**src/rtl/core/mwd_pkg.sv**
```systemverilog
// Package for the modem word deframer: opcodes, result kinds, register
// indexes and default sizes. No dependencies.
`default_nettype none

package mwd_pkg;

   localparam int unsigned MAX_WORDS_DEF = 10;

   // request opcodes
   localparam logic [1:0] OP_BYTE    = 2'd0;
   localparam logic [1:0] OP_TICK    = 2'd1;
   localparam logic [1:0] OP_CONSUME = 2'd2;

   // result kinds
   localparam logic [1:0] KIND_ACK   = 2'd0;
   localparam logic [1:0] KIND_CMD   = 2'd1;
   localparam logic [1:0] KIND_FLOAT = 2'd2;

   // register indexes
   localparam logic [2:0] CSR_HS_SYNC   = 3'd0;
   localparam logic [2:0] CSR_ACK_CODE  = 3'd1;
   localparam logic [2:0] CSR_PER_SYNC  = 3'd2;
   localparam logic [2:0] CSR_TIMEOUT   = 3'd3;
   localparam logic [2:0] CSR_COUNT0    = 3'd4;
   localparam logic [2:0] CSR_COUNT1    = 3'd5;
   localparam logic [2:0] CSR_COUNT2    = 3'd6;
   localparam logic [2:0] CSR_COUNT3    = 3'd7;

   localparam logic [2:0] MAX_FLOATS = 3'd5;
   localparam logic [15:0] TICK_MAX  = 16'hFFFF;

endpackage

`default_nettype wire

```
**src/rtl/core/mwd_ram.sv**
```systemverilog
// Generic single-write, single-read RAM with registered read data.
// No dependencies.
`default_nettype none

module mwd_ram #(
   parameter int unsigned WIDTH = 32,
   parameter int unsigned DEPTH = 5,
   localparam int unsigned AW = (DEPTH > 1) ? $clog2(DEPTH) : 1
) (
   input  wire logic             clock,
   input  wire logic             wr_en,
   input  wire logic [AW-1:0]    wr_addr,
   input  wire logic [WIDTH-1:0] wr_data,
   input  wire logic [AW-1:0]    rd_addr,
   output logic      [WIDTH-1:0] rd_data
);

   logic [WIDTH-1:0] mem_ff [DEPTH];
   logic [WIDTH-1:0] rd_data_ff;

   always_ff @(posedge clock) begin
      if (wr_en) begin
         mem_ff[wr_addr] <= wr_data;
      end
      rd_data_ff <= mem_ff[rd_addr];
   end

   assign rd_data = rd_data_ff;

endmodule

`default_nettype wire

```
**src/rtl/core/modem_word_deframer_top.sv**
```systemverilog
// Modem word deframer top level: byte pairing, word classification,
// message assembly and float readout. Uses mwd_pkg and mwd_ram.
//
// Usage:
//   req_* carries one item per transfer: a received byte, a time tick or a
//   "pending command consumed" notice. rsp_* carries results: acknowledges,
//   persistent commands and message floats (rsp_last marks the final float
//   of a message and every single result). csr_* writes one register per
//   transfer; csr_ready is always high.
//   A result caused by a byte appears in the output register in the cycle
//   after the byte's transfer. When the last payload word of a message
//   arrives, the pairs are read back from the payload RAM one float at a
//   time, each through an address state (ST_READ) and an emit state
//   (ST_EMIT); the input is stalled until the message's last float has
//   been put in the output register.
//   While the output register holds an untaken result and rsp_stall is
//   high, req_stall is high; no result is ever dropped.
//   Reset (synchronous, active high) restores register defaults and clears
//   all control state but the held low word; the payload RAM needs no clearing,
//   entries are read only after they were written in the current message.
`default_nettype none

module modem_word_deframer_top #(
   parameter int unsigned MAX_WORDS = mwd_pkg::MAX_WORDS_DEF
) (
   input  wire logic        clock,
   input  wire logic        reset,
   input  wire logic        req_valid,
   output logic             req_stall,
   input  wire logic [1:0]  req_opcode,
   input  wire logic [7:0]  req_byte_value,
   output logic             rsp_valid,
   input  wire logic        rsp_stall,
   output logic [1:0]       rsp_kind,
   output logic [1:0]       rsp_msg_type,
   output logic [9:0]       rsp_msg_ident,
   output logic [11:0]      rsp_command,
   output logic [31:0]      rsp_float_bits,
   output logic [2:0]       rsp_float_index,
   output logic             rsp_last,
   input  wire logic        csr_valid,
   output logic             csr_ready,
   input  wire logic [2:0]  csr_index,
   input  wire logic [15:0] csr_wdata
);

   localparam int unsigned FDEPTH = (MAX_WORDS / 2 > 0) ? MAX_WORDS / 2 : 1;
   localparam int unsigned FAW    = (FDEPTH > 1) ? $clog2(FDEPTH) : 1;
   localparam int unsigned RCW    = $clog2(MAX_WORDS + 1);

   localparam logic [1:0] ST_IDLE = 2'd0;
   localparam logic [1:0] ST_READ = 2'd1;
   localparam logic [1:0] ST_EMIT = 2'd2;

   // configuration
   logic [3:0]  hs_sync_ff, ack_code_ff, per_sync_ff;
   logic [15:0] timeout_ff;
   logic [2:0]  count_ff [4];

   // control state
   logic [1:0]     state_ff, state_in;
   logic           have_low_ff, have_low_in;
   logic [7:0]     low_byte_ff, low_byte_in;
   logic           rcv_ff, rcv_in;
   logic [1:0]     cur_type_ff, cur_type_in;
   logic [9:0]     cur_ident_ff, cur_ident_in;
   logic [2:0]     nfl_ff, nfl_in;
   logic [RCW-1:0] rcnt_ff, rcnt_in;
   logic [15:0]    low_word_ff, low_word_in;
   logic [15:0]    idle_ff, idle_in;
   logic           pend_ff, pend_in;
   logic [11:0]    last_cmd_ff, last_cmd_in;
   logic [2:0]     rd_idx_ff, rd_idx_in;

   // output register
   logic        out_valid_ff, out_valid_in;
   logic [1:0]  o_kind_ff, o_kind_in;
   logic [1:0]  o_type_ff, o_type_in;
   logic [9:0]  o_ident_ff, o_ident_in;
   logic [11:0] o_cmd_ff, o_cmd_in;
   logic [31:0] o_bits_ff, o_bits_in;
   logic [2:0]  o_idx_ff, o_idx_in;
   logic        o_last_ff, o_last_in;

   logic           out_free, accept;
   logic [15:0]    word;
   logic [3:0]     cls;
   logic [2:0]     hs_n;
   logic           hs_ok, stale;
   logic [RCW-1:0] rcnt_nx;
   logic           msg_done;
   logic           ram_we;
   logic [31:0]    ram_rd_data;

   assign out_free  = !out_valid_ff || !rsp_stall;
   assign req_stall = (state_ff != ST_IDLE) || !out_free;
   assign accept    = req_valid && !req_stall;
   assign csr_ready = 1'b1;

   assign word    = {req_byte_value, low_byte_ff};
   assign cls     = word[15:12];
   assign hs_n    = count_ff[word[11:10]];
   assign hs_ok   = (hs_n != 3'd0) && (hs_n <= mwd_pkg::MAX_FLOATS)
                    && ({2'b00, hs_n, 1'b0} <= 6'(MAX_WORDS));
   assign stale   = rcv_ff && (idle_ff > timeout_ff);
   assign rcnt_nx = rcnt_ff + RCW'(1);
   assign msg_done = (rcnt_nx == RCW'({nfl_ff, 1'b0}));

   always_comb begin
      state_in     = state_ff;
      have_low_in  = have_low_ff;
      low_byte_in  = low_byte_ff;
      rcv_in       = rcv_ff;
      cur_type_in  = cur_type_ff;
      cur_ident_in = cur_ident_ff;
      nfl_in       = nfl_ff;
      rcnt_in      = rcnt_ff;
      low_word_in  = low_word_ff;
      idle_in      = idle_ff;
      pend_in      = pend_ff;
      last_cmd_in  = last_cmd_ff;
      rd_idx_in    = rd_idx_ff;
      ram_we       = 1'b0;
      out_valid_in = out_valid_ff && rsp_stall;
      o_kind_in    = o_kind_ff;
      o_type_in    = o_type_ff;
      o_ident_in   = o_ident_ff;
      o_cmd_in     = o_cmd_ff;
      o_bits_in    = o_bits_ff;
      o_idx_in     = o_idx_ff;
      o_last_in    = o_last_ff;

      case (state_ff)
         ST_IDLE: begin
            if (accept) begin
               case (req_opcode)
                  mwd_pkg::OP_BYTE: begin
                     if (!have_low_ff) begin
                        low_byte_in = req_byte_value;
                        have_low_in = 1'b1;
                     end else begin
                        have_low_in = 1'b0;
                        if (!rcv_ff && cls == ack_code_ff) begin
                           out_valid_in = 1'b1;
                           o_kind_in    = mwd_pkg::KIND_ACK;
                           o_type_in    = word[11:10];
                           o_ident_in   = word[9:0];
                           o_cmd_in     = '0;
                           o_bits_in    = '0;
                           o_idx_in     = '0;
                           o_last_in    = 1'b1;
                        end else if (!rcv_ff && cls == per_sync_ff) begin
                           // a repeat of the still-pending command is swallowed
                           if (!(pend_ff && last_cmd_ff == word[11:0])) begin
                              last_cmd_in  = word[11:0];
                              pend_in      = 1'b1;
                              out_valid_in = 1'b1;
                              o_kind_in    = mwd_pkg::KIND_CMD;
                              o_type_in    = '0;
                              o_ident_in   = '0;
                              o_cmd_in     = word[11:0];
                              o_bits_in    = '0;
                              o_idx_in     = '0;
                              o_last_in    = 1'b1;
                           end
                        end else begin
                           idle_in = '0;
                           if (!rcv_ff || stale) begin
                              rcv_in  = 1'b0;
                              rcnt_in = '0;
                              if (cls == hs_sync_ff) begin
                                 cur_type_in  = word[11:10];
                                 cur_ident_in = word[9:0];
                                 nfl_in       = hs_n;
                                 rcv_in       = hs_ok;
                              end
                           end else begin
                              // even word held, odd word completes a float pair
                              if (!rcnt_ff[0]) begin
                                 low_word_in = word;
                              end else begin
                                 ram_we = 1'b1;
                              end
                              rcnt_in = rcnt_nx;
                              if (msg_done) begin
                                 rcv_in    = 1'b0;
                                 rcnt_in   = '0;
                                 rd_idx_in = '0;
                                 state_in  = ST_READ;
                              end
                           end
                        end
                     end
                  end
                  mwd_pkg::OP_TICK: begin
                     if (idle_ff != mwd_pkg::TICK_MAX) begin
                        idle_in = idle_ff + 16'd1;
                     end
                  end
                  mwd_pkg::OP_CONSUME: begin
                     pend_in = 1'b0;
                  end
                  default: begin
                  end
               endcase
            end
         end
         ST_READ: begin
            state_in = ST_EMIT;
         end
         ST_EMIT: begin
            if (out_free) begin
               out_valid_in = 1'b1;
               o_kind_in    = mwd_pkg::KIND_FLOAT;
               o_type_in    = cur_type_ff;
               o_ident_in   = cur_ident_ff;
               o_cmd_in     = '0;
               o_bits_in    = ram_rd_data;
               o_idx_in     = rd_idx_ff;
               o_last_in    = (rd_idx_ff + 3'd1 == nfl_ff);
               if (rd_idx_ff + 3'd1 == nfl_ff) begin
                  state_in = ST_IDLE;
               end else begin
                  rd_idx_in = rd_idx_ff + 3'd1;
                  state_in  = ST_READ;
               end
            end
         end
         default: begin
            state_in = ST_IDLE;
         end
      endcase
   end

   mwd_ram #(
      .WIDTH (32),
      .DEPTH (FDEPTH)
   ) u_payload (
      .clock   (clock),
      .wr_en   (ram_we),
      .wr_addr (FAW'(rcnt_ff >> 1)),
      .wr_data ({word, low_word_ff}),
      .rd_addr (FAW'(rd_idx_ff)),
      .rd_data (ram_rd_data)
   );

   always_ff @(posedge clock) begin
      if (reset) begin
         hs_sync_ff  <= 4'd10;
         ack_code_ff <= 4'd11;
         per_sync_ff <= 4'd12;
         timeout_ff  <= 16'd1000;
         count_ff[0] <= 3'd2;
         count_ff[1] <= 3'd4;
         count_ff[2] <= 3'd5;
         count_ff[3] <= 3'd0;
      end else if (csr_valid && csr_ready) begin
         case (csr_index)
            mwd_pkg::CSR_HS_SYNC:  hs_sync_ff  <= csr_wdata[3:0];
            mwd_pkg::CSR_ACK_CODE: ack_code_ff <= csr_wdata[3:0];
            mwd_pkg::CSR_PER_SYNC: per_sync_ff <= csr_wdata[3:0];
            mwd_pkg::CSR_TIMEOUT:  timeout_ff  <= csr_wdata;
            mwd_pkg::CSR_COUNT0:   count_ff[0] <= csr_wdata[2:0];
            mwd_pkg::CSR_COUNT1:   count_ff[1] <= csr_wdata[2:0];
            mwd_pkg::CSR_COUNT2:   count_ff[2] <= csr_wdata[2:0];
            mwd_pkg::CSR_COUNT3:   count_ff[3] <= csr_wdata[2:0];
            default: begin
            end
         endcase
      end
   end

   always_ff @(posedge clock) begin
      if (reset) begin
         state_ff     <= ST_IDLE;
         have_low_ff  <= 1'b0;
         low_byte_ff  <= '0;
         rcv_ff       <= 1'b0;
         cur_type_ff  <= '0;
         cur_ident_ff <= '0;
         nfl_ff       <= '0;
         rcnt_ff      <= '0;
         idle_ff      <= '0;
         pend_ff      <= 1'b0;
         last_cmd_ff  <= '0;
         rd_idx_ff    <= '0;
         out_valid_ff <= 1'b0;
      end else begin
         state_ff     <= state_in;
         have_low_ff  <= have_low_in;
         low_byte_ff  <= low_byte_in;
         rcv_ff       <= rcv_in;
         cur_type_ff  <= cur_type_in;
         cur_ident_ff <= cur_ident_in;
         nfl_ff       <= nfl_in;
         rcnt_ff      <= rcnt_in;
         idle_ff      <= idle_in;
         pend_ff      <= pend_in;
         last_cmd_ff  <= last_cmd_in;
         rd_idx_ff    <= rd_idx_in;
         out_valid_ff <= out_valid_in;
      end
   end

   always_ff @(posedge clock) begin
      low_word_ff <= low_word_in;
      o_kind_ff   <= o_kind_in;
      o_type_ff   <= o_type_in;
      o_ident_ff  <= o_ident_in;
      o_cmd_ff    <= o_cmd_in;
      o_bits_ff   <= o_bits_in;
      o_idx_ff    <= o_idx_in;
      o_last_ff   <= o_last_in;
   end

   assign rsp_valid       = out_valid_ff;
   assign rsp_kind        = o_kind_ff;
   assign rsp_msg_type    = o_type_ff;
   assign rsp_msg_ident   = o_ident_ff;
   assign rsp_command     = o_cmd_ff;
   assign rsp_float_bits  = o_bits_ff;
   assign rsp_float_index = o_idx_ff;
   assign rsp_last        = o_last_ff;

endmodule

`default_nettype wire

```
**config.mk**
```make
export PLATFORM = sky130hd
export DESIGN_NAME = modem_word_deframer_top
export DESIGN_NICKNAME = d
export VERILOG_FILES = /design/src/rtl/core/mwd_pkg.sv /design/src/rtl/core/mwd_ram.sv /design/src/rtl/core/modem_word_deframer_top.sv
export SDC_FILE = /design/constraint.sdc
export NUM_CORES = 1
export LEC_CHECK = 0
export BUFFER_PORTS_ARGS = -buffer_cell sky130_fd_sc_hd__buf_4
export CAP_MARGIN = 10
export CORE_ASPECT_RATIO = 0.5
export CORE_MARGIN = 2
export CORE_UTILIZATION = 45
export CTS_CLUSTER_SIZE = 30
export DETAILED_ROUTE_END_ITERATION = 6
export GPL_ROUTABILITY_DRIVEN = 0
export PLACE_DENSITY = 0.62
export SLEW_MARGIN = 25
export SYNTH_ARGS = -nofsm -noshare
export SYNTH_HDL_FRONTEND = slang
export SYNTH_SLANG_ARGS = --single-unit
```
**constraint.sdc**
```tcl
create_clock -name clock -period 5.6 [get_ports clock]
set_input_delay 0.84 -clock clock [delete_from_list [all_inputs] [get_ports clock]]
set_output_delay 0.84 -clock clock [all_outputs]
set_load 0.005 [all_outputs]
```
Yosys cells after proc, flatten, opt, wreduce, memory -nomap -nowiden
Memory sizes are Yosys's and may differ from the RTL's. A register that Yosys moved wholly into a read port is not among the register bits.
Cells that the tools add are included.
Word-level totals
  register bits: 170
  RAM bits: 172
  output and inout port bits: 65
  memories kept: 2
Memories
  u_payload.mem_ff: depth 5, width 32, rd ports 1, clocked after Yosys merged registers in 1, wr ports 1, RTL line mwd_ram.sv:18  | logic [WIDTH-1:0] mem_ff [DEPTH];
  count_ff: depth 4, width 3, rd ports 1, clocked after Yosys merged registers in 0, wr ports 4, RTL line modem_word_deframer_top.sv:58  | logic [2:0] count_ff [4];
Cells by class
  add/sub/neg operators: 3
  order comparisons: 3
  equality and inequality tests: 35
  mux-type cells: 130
  bitwise gates (word level): 10
  reductions and logical operators: 41
Operators with widths (count)
  32-bit two-way mux: 7
  12-bit two-way mux: 7
  10-bit two-way mux: 7
  16-bit two-way mux: 4
  32-bit one-hot mux with 2 select lines: 1
  3-bit two-way mux: 20
  1-bit two-way mux: 49
  2-bit two-way mux: 22
  7-bit AND reduction: 5
  16-bit one-hot mux with 2 select lines: 1
  2-bit inequality test, second input constant: 14
  12-bit one-hot mux with 2 select lines: 1
  8-bit AND reduction: 3
  10-bit one-hot mux with 2 select lines: 1
  16-bit by 1-bit adder with 16-bit output, second input constant: 1
  4-bit == test: 4
  16-bit > comparator: 1
  16-bit inequality test, second input constant: 1
  12-bit == test: 1
  3-bit == test, second input constant: 4
  3-bit one-hot mux with 2 select lines: 2
  10-bit AND reduction: 1
  2-bit nonzero test: 5
  1-bit logical AND: 8
  26 further kinds: 52

Longest topological paths before layout
  depth after elaboration: 12
  depth in mapped cells: 10
  depth with buffers taken out: 9

Modules after synthesis
Synthesis repeated with hierarchy kept, for this count alone.
Unflattened totals
  cell total of the unflattened synthesis: 1110
  area, all modules: 15018.2 µm²
Modules (own cells, without submodules)
  modem_word_deframer_top: instances 1, cells each 729, area an instance 8107.8 µm², sequential area each 4544.4 µm²
  mwd_ram: instances 1, cells each 381, area an instance 6910.4 µm², sequential area each 5445.2 µm²

Worst setup path after synthesis
No wires, ideal clock.
  kind: input to register
  start point: input port req_byte_value[2]
  end point: register o_cmd_ff[0], in the netlist rsp_command[0], enable pin
  library setup time: 0.482 ns
  arrival: 4.396 ns
  data required time: 5.118 ns
  slack: 0.722 ns
  stages on the path: 8
  buffers on the path: 1
  cell sequence: buf_2 xor2_1 nor4_1 nand3_1 o21ai_0 a211oi_1 nor2_1 nor2_1
Between the ends
  word-level cells in the longest chain between the ends: 4
Ends and longest elaborated chain
  start, declared: RTL line modem_word_deframer_top.sv:31  | input wire logic [7:0] req_byte_value,
  12-bit == test: RTL line modem_word_deframer_top.sv:154  | if (!(pend_ff && last_cmd_ff == word[11:0])) begin
  1-bit logical AND: RTL line modem_word_deframer_top.sv:154
  3-bit inequality test (no line)
  7-bit AND reduction (no line)
  end signal, assigned: RTL line modem_word_deframer_top.sv:310  | o_cmd_ff <= o_cmd_in;
  end, declared: RTL line modem_word_deframer_top.sv:80  | logic [11:0] o_cmd_ff, o_cmd_in;
No other way between the ends.
A chain may end at the register's enable or synchronous reset.

Final worst setup path
  start point: register idle_ff[6]
  end point: memory u_payload.mem_ff[1][12], enable pin
Between the ends
  word-level cells in the longest chain between the ends: 12
Ends and longest elaborated chain
  start, declared: RTL line modem_word_deframer_top.sv:70  | logic [15:0] idle_ff, idle_in;
  start signal, assigned: RTL line modem_word_deframer_top.sv:297  | idle_ff <= idle_in;
  16-bit > comparator: RTL line modem_word_deframer_top.sv:105  | assign stale = rcv_ff && (idle_ff > timeout_ff);
  1-bit logical AND: RTL line modem_word_deframer_top.sv:105
  1-bit logical OR: RTL line modem_word_deframer_top.sv:168  | if (!rcv_ff || stale) begin
  1-bit two-way mux: RTL line modem_word_deframer_top.sv:168
  1-bit two-way mux: RTL line modem_word_deframer_top.sv:152  | end else if (!rcv_ff && cls == per_sync_ff) begin
  1-bit two-way mux: RTL line modem_word_deframer_top.sv:143  | if (!rcv_ff && cls == ack_code_ff) begin
  1-bit two-way mux: RTL line modem_word_deframer_top.sv:138  | if (!have_low_ff) begin
  1-bit two-way mux: RTL line modem_word_deframer_top.sv:136  | case (req_opcode)
  1-bit two-way mux: RTL line modem_word_deframer_top.sv:135  | if (accept) begin
  1-bit two-way mux: RTL line modem_word_deframer_top.sv:133  | case (state_ff)
  1-bit two-way mux: RTL line mwd_ram.sv:22  | if (wr_en) begin
  1-bit two-way mux (implied by the code): RTL line mwd_ram.sv:23  | mem_ff[wr_addr] <= wr_data;
  end, declared: RTL line mwd_ram.sv:18
No other way between the ends.

==> flow_metrics.tcl <==
set metrics [dict create \
    max_stage_delay_ns 0.81 \
    drv_slew 0 \
    fmax_mhz 276 \
    setup_viol 0 \
    cts_max_level 2 \
    path_cells "ha_1 > a41o_1 > a21oi_1 > or3_1 > or4b_4 > a21oi_1 > and3b_1 > and3b_1 > buf_4" \
    critPathSlowestCell "and3b_1" \
    row_count 46 \
    endpoint_kind "flop" \
    post-route-period-util 0.648 \
    grt_util_met2 0.295 \
    synth_top_family_by_area "multiplexers" \
    root_buffer "clkbuf_16" \
    slew_headroom 0.268 \
    fin_nets 1157 \
    met1_usage 0.252 \
    synth-xor-area-share 0.0270 \
    drtIter0Drc 579 \
    die_area_um2 34000 \
    syn_inst 1004 \
    ir_drop_v 0.000171 \
    synthSimpleGateAreaFrac 0.107 \
    finalSetupTns_ns 0 \
    synthDistinctLibCells 61 \
    fin_ws_ns 1.97 \
    synth.area.mux_share 0.113 \
    antenna_cells 0 \
    design_area_um2 16900 \
    place.port_buffers 97 \
    synth_seq_cells 374 \
    ios 99 \
    grt_pass1_vias 8267 \
    start_util 0.459 \
    wl_mm 30.6 \
    required_ns 5.83 \
    synth_top_area_frac 0.515 \
    place_ws_ns 1.64 \
    p_leak_nw 5.97 \
    dpl_cell_area_um2 15800 \
    die_h_um 131 \
    fin_util 0.533 \
    gr-total-overflow 0 \
    grt_setup_unrepaired "no" \
    avgSynthCellArea_um2 14.5 \
    hold_buffers 0 \
    cellPowerDensity_nw_per_um2 323 \
    track_usage 0.183 \
    crit_family "simple AND/OR/NAND/NOR gates" \
    clk_pin_slew_ns 0.06 \
    cts_setup_buffers 0 \
    critPathArrivalTime_ns 3.86 \
    postSynthNetCount 1057 \
    grt_start_max_net_pins 73 \
    place_hpwl_mm 18.5 \
    die_x_um 259 \
    fin_cells 1562 \
    yosysWarnings 0 \
    synth.cell_area_um2 14600 \
    grt_pass1_wl_mm 47.5 \
    wl_per_cell_um 19.6 \
    max_cap_violations 0 \
    drive_above_1_share 0.221 \
    synthArstFlopShare 0 \
    path_max_fanout 16 \
    vias_per_cell 5.24 \
    worst-setup-path-type "reg2reg" \
    antenna_found_initial 1 \
    clock_latency_ns 0.54 \
    cp-start-kind "flop" \
    clockBufferDepth 3 \
    synth_ff_type "edfxtp_1" \
    grt.met3_usage 0.0353 \
    fin_hold_ws_ns 0.457 \
    numCtsBuffers 34 \
    min_path_type "reg2reg" \
    power_mw 5.47 \
    synth_area_leaders "edfxtp_1 51%, dfxtp_1 17%, mux4_2 5.4%" \
    ant_nets 0 \
    top_usage_layer "met2" \
    drt_pre_antenna_iters 5 \
    worst-path-buf-inv 1 \
    dp.cells 1500 \
    ctsResizeCount 0 \
    drc 0 \
    coreArea_um2 31800 \
    synth-edff-count 250 \
    min_period_ns 3.63 \
    tightest_slew_ns 1.09 \
    vias 8191 \
    area_growth_pct 16.1 \
    synthTopCellsByCount "250 x edfxtp_1, 124 x dfxtp_1, 81 x nor2_1" \
    synth_fa_ha_area_frac 0.0163 \
    fin_worst_skew_ns 0.0223 \
    synth_compound_area_frac 0.0311 \
    status "finished, final reports clean" \
    synth_top_cell_by_area "edfxtp_1" \
    cts_sinks 374 \
    finalHoldViolCount 0 \
    synth_most_common_cell "edfxtp_1" \
    fillers 2610 \
    yosysSeqAreaShare 0.685 \
    cts_tree "done" \
]
[metal layers]
metal	vias to the layer above	wire length, um
met5	-	16
met4	2	694
li1	3872	-
met1	4107	14200
met2	161	14300
met3	49	1330
[placed cells by master, fill, tap and decap left out, types with 19 or more instances in the layout]
cell type	n
edfxtp_1	250
dfxtp_1	123
buf_4	112
nor2_1	80
nand2_1	78
mux2i_1	48
and2_1	47
clkbuf_16	37
mux4_2	35
mux2_2	32
xnor2_1	31
a21oi_1	24
inv_1	23
o21ai_0	19
ha_1	19
[sequential cells by signal, indices dropped and copies added (netlist names), 12 cells and up]
| signal | flops |
|---|---|
| count_ff | 12 |
| idle_ff | 16 |
| last_cmd_ff | 12 |
| low_word_ff | 16 |
| rsp_command | 12 |
| rsp_float_bits | 32 |
| timeout_ff | 16 |
| u_payload.mem_ff | 160 |
| u_payload.rd_data | 32 |
[power by group]
| group | total (mW) | switching (mW) | internal (mW) |
|---|---|---|---|
| combinational | 0.119 | 0.0721 | 0.0471 |
| sequential | 2.95 | 0.0165 | 2.93 |
| clock | 2.40 | 1.02 | 1.38 |
| total | 5.47 | 1.11 | 4.36 |
[cells by family (layout without fill, tap and decap cells)]
| family | after synthesis | after routing |
|---|---|---|
| flip-flops | 374 | 374 |
| AND/OR/NAND/NOR | 305 | 305 |
| other | 1 | 1 |
| multiplexers | 116 | 116 |
| adder cells (fa/ha/maj) | 19 | 19 |
| buffers and inverters | 72 | 198 |
| AO/OA/AOI/OAI | 72 | 72 |
| XOR/XNOR | 45 | 45 |
[worst paths after layout]
check,slack (ns),to,depth (start not counted),start
worst max register to register,1.97,u_payload.mem_ff[1][12],9,idle_ff[6]
worst min-delay path,0.46,timeout_ff[2],2,timeout_ff[2]
worst max-delay path,1.97,u_payload.mem_ff[1][12],9,idle_ff[6]
worst min register to register,0.46,timeout_ff[2],2,timeout_ff[2]
[area by class of cell]
cell class,count,area (um2),area share
clock inverter,12,133,0.00783
timing repair buffer,112,841,0.0496
sequential,374,9990,0.590
clock buffer,50,1020,0.0605
tap,432,541,0.0319
inverter,24,90.1,0.00532
multi-input combinational,558,4320,0.255
[worst reg2reg max path, cell delays in order, from the launching register on]
cell     delay (ns)
dfxtp_1        0.42
ha_1           0.29
a41o_1         0.23
a21oi_1        0.14
or3_1          0.12
or4b_4         0.50
a21oi_1        0.25
and3b_1        0.23
and3b_1        0.81
buf_4          0.35
Power figures use the tool's default switching activity.
